`src/rtl/pff_ram.sv`:
```
// Generic single-clock RAM with one write port and one registered read port.
// No dependencies.
module pff_ram #(
    parameter int WIDTH = 64,
    parameter int DEPTH = 32
) (
    input  logic                                  clk,
    input  logic                                  we,
    input  logic [(DEPTH > 1 ? $clog2(DEPTH) : 1)-1:0] waddr,
    input  logic [WIDTH-1:0]                      wdata,
    input  logic [(DEPTH > 1 ? $clog2(DEPTH) : 1)-1:0] raddr,
    output logic [WIDTH-1:0]                      rdata
);

    logic [WIDTH-1:0] mem [DEPTH];

    always_ff @(posedge clk)
    begin
        if (we)
        begin
            mem[waddr] <= wdata;
        end
        rdata <= mem[raddr];
    end

endmodule

```
`config.mk`:
```
export PLATFORM = sky130hd
export DESIGN_NAME = pff_ram
export DESIGN_NICKNAME = d
export VERILOG_FILES = /design/src/rtl/pff_ram.sv
export SDC_FILE = /design/constraint.sdc
export NUM_CORES = 2
export LEC_CHECK = 0
export ABC_AREA = 0
export BUFFER_PORTS_ARGS = -buffer_cell sky130_fd_sc_hd__buf_2
export CORE_AREA = 2 2 401 403
export CTS_CLUSTER_DIAMETER = 200
export DETAILED_ROUTE_END_ITERATION = 12
export DIE_AREA = 0 0 403 405
export HOLD_SLACK_MARGIN = 0.03
export PLACE_DENSITY_LB_ADDON = 0.08
export SLEW_MARGIN = 15
export SYNTH_ARGS = -nofsm -noshare
export SYNTH_HDL_FRONTEND = slang
export SYNTH_SLANG_ARGS = --single-unit
export TNS_END_PERCENT = 30
```
`constraint.sdc`:
```
create_clock -name clk -period 10.47 [get_ports clk]
set_clock_uncertainty 0.1 [all_clocks]
set_input_delay 0.5235 -clock clk [delete_from_list [all_inputs] [get_ports clk]]
set_output_delay 0.5235 -clock clk [all_outputs]
set_load 0.01 [all_outputs]
```
==> metrics.md <==
| Metric | Value |
|---|---|
| CP delay by family, top | buffers and inverters |
| Commonest non-fill, non-tap cell in the layout | edfxtp_1 |
| Slowest stage delay, CP | between 0.8 and 0.9 ns |
| Largest net degree at the start of global routing | 125 |
| Max clock buf depth | 3 |
| Antenna Nets Post-Route | 0 |
| Place WS | ~5.8 ns |
| Ports | 140 |
| VDD IR max | ~0.18 mV |
| Leakage Power | between 20 and 30 nW |
| R2R setup slack | 8.52 ns |
| Worst setup SP type | input pin |
| Data required time of the worst path | approximately 11 ns |
| Synth unique cells | 31 |
| Share of layout cells above drive strength 1 | 35.03% |
| RSZ-0062 raised after global routing | false |
| Global-route wire length before repair | roughly 280000 um |
| Via count | 35402 |
| Vias/cell | ~6.2 |
| Initial DRC Count | ~4100 |
| 1st-pass router iterations | 5 |
| Final period util | 35.35% |
| TritonCTS Sinks | ~2100 |
| Top cell type's share of synthesized area | between 70% and 80% |
| Fraction of registers with async set/reset | 0% |
| Internal power | around 14 mW |
| Rel. slew slack | between 20% and 30% |
| Wire length per cell | approximately 35 um |
| Post_cts resized | 0 |
| Die height | ~410 um |
| Grt ovf | 0 |
| Critical path's slowest cell | buf_4 |
| Pwr dens | roughly 200 nW/um2 |
| Critical path cell sequence | buf_8 -> buf_4 -> buf_4 -> mux4_2 -> mux4_2 -> mux2_2 |
| Register area share after synthesis | between 70% and 80% |
| Final Hold Viols | 0 |
| Register share of total power | about 53% |
| Clk slew on worst S/H paths | approximately 0.06 ns |
| Synth Flop Type | edfxtp_1 |
| Min-delay worst type | input pin to flop |
| Setup ws final | 6.769 ns |
| Utilization after layout | between 50 and 60% |
| Combinational fraction of design power | under 10% |
| Nets@finish | approximately 3500 |
| Syn Area/Cell | 25.50 um2 |
| Synth-to-Final Area Change | 13.44% |
| CTS Hold Buffers Added | 10 |
| Clk_lat worst skew | 0.83 ns |
| Final setup viols | 0 |
| Post-synth EDFFs | approximately 2000 |
| Switch share | roughly a fifth |
| CP Capture Type | flop |
| CTS buffer count | 213 |
| Core Area | 159300 um2 |
| Share of total power in the clock network | 42.3% |
| Yosys warnings | 0 |
| Synth Register Bits | around 2100 |
| Synth Cell Area | between 70000 and 80000 um2 |
| WP buf/inv | 3 |
| Setup tns final | 0 ns |
| Critical path class | input pin to flop |
| MaxCap Viol Count | 0 |
| Top cells by area, synth | edfxtp_1 (78%), mux4_2 (17%), dfxtp_1 (1.6%) |
| Syn Nets | roughly 3200 |
| Post-DP HPWL | 95430 um |
| Commonest non-fill, non-tap cells in the layout | edfxtp_1 (2048), mux4_2 (602), clkbuf_16 (217) |
| Post-Syn Instances | roughly 3100 |
| Outcome | finished, final reports clean |
| Crit-path max FO | 78 |
| Pins over their slew limit | 0 |
| Die area | roughly 160000 um2 |
| Vias in the first global route | between 30000 and 40000 |
| Placer Congestion | ~0.74 |
| CTS tree | built |
| H-tree levels | 4 |
| Initial Util | slightly below 50% |
| Arr. time, crit path | about 4.3 ns |
| Hold Slack | roughly 0.081 ns |
| DRC | 0 |
| Final WL | 196600 um |
| Row Count | ~150 |
| Initial antenna violation count | 21 |
| Psw | approximately 3.7 mW |
| Post-synth top area cell | edfxtp_1 |
| Worst slew pin tran | 1.187 ns |
| GR Util All Layers | 24.45% |
| Min Tclk post-route | between 3 and 4 ns |
| Post-CTS Setup Inserts | 0 |
| Fillers | approximately 12000 |
| Port Buffer Count | about 140 |
| Root Buffer | clkbuf_16 |
| Die W | approximately 400 um |
| Max Clk Rate | roughly 270 MHz |
==> routing by layer <==
layer | global-route usage [%] | part of all wire (%)
met5 | 0 | 0.039
met4 | 6.479 | 2.3
met3 | 4.224 | 7.1
met2 | 39.12 | 49
met1 | 35.32 | 42
==> registers in the layout, summed over array words and instances (netlist names) <==
register / cells
mem: 2048
rdata: 64
==> stage by stage <==
step                      std cells  total power, mW  instance area (um2)
after detailed placement       5250            10.44                82500
after floorplan                3097            10.10                78960
after CTS                      5666            17.90                89560
after global routing           5668            18.27                89560
after global placement         5250            10.42                82500
final                          5673            17.76                89580
==> cell families (layout without fill, tap and decap cells) <==
| logic type | after synthesis | after routing | share of synthesized area [%] |
|---|---|---|---|
| AO/OA/AOI/OAI | 50 | 50 | 0.4659 |
| buffers and inverters | 157 | 640 | 0.9444 |
| flip-flops | 2112 | 2112 | 79.50 |
| multiplexers | 714 | 714 | 18.71 |
| other | 0 | 7 | 0 |
| AND/OR/NAND/NOR | 64 | 64 | 0.3787 |
==> area by class of cell <==
cell class                      instances  area [um2]  share of cell area [%]
Multi-Input combinational cell        828       15680                   17.51
Timing Repair Buffer                  233        1519                   1.696
Sequential cell                      2112       62780                   70.09
Antenna cell                            7       17.52                 0.01956
Clock buffer                          280        5837                   6.516
Tap cell                             2086        2610                   2.914
Inverter                                1       3.754                0.004190
Clock inverter                        126        1125                   1.256
==> worst register-to-register path, cell delays in order, from the launching register on <==
cell and delay (ns):
edfxtp_1 0.38, mux4_2 0.49, mux4_2 0.49, mux2_2 0.36
==> cell usage after synthesis (all sizes together) (3+ instances only) <==
master,n
a211oi,3
a221oi,12
a22oi,3
and2,4
buf,101
clkbuf,55
dfxtp,64
edfxtp,2048
mux2,74
mux2i,38
mux4,602
nand2,3
nand3b,5
nor2,41
nor2b,4
o211ai,3
o21ai,9
o221ai,3
o22ai,10
o2bb2ai,3
o31a,3
==> power groups by stage <==
stage | registers [mW] | logic, mW | clock network [mW]
2_1_floorplan | 9.62 | 0.472 | 0
3_3_place_gp | 9.62 | 0.795 | 0
3_5_place_dp | 9.63 | 0.814 | 0
4_1_cts | 9.45 | 0.820 | 7.63
5_1_grt | 9.45 | 0.863 | 7.96
6_report | 9.45 | 0.805 | 7.51
==> final timing paths <==
check	from	end	cells past startpoint
hold / removal	wdata[2]	mem[1][2]	1
hold reg to reg	mem[5][34]	rdata[34]	3
setup reg to reg	mem[19][28]	rdata[28]	3
setup / recovery	raddr[0]	rdata[50]	6
No activity file was read; power rests on OpenSTA's default activity.
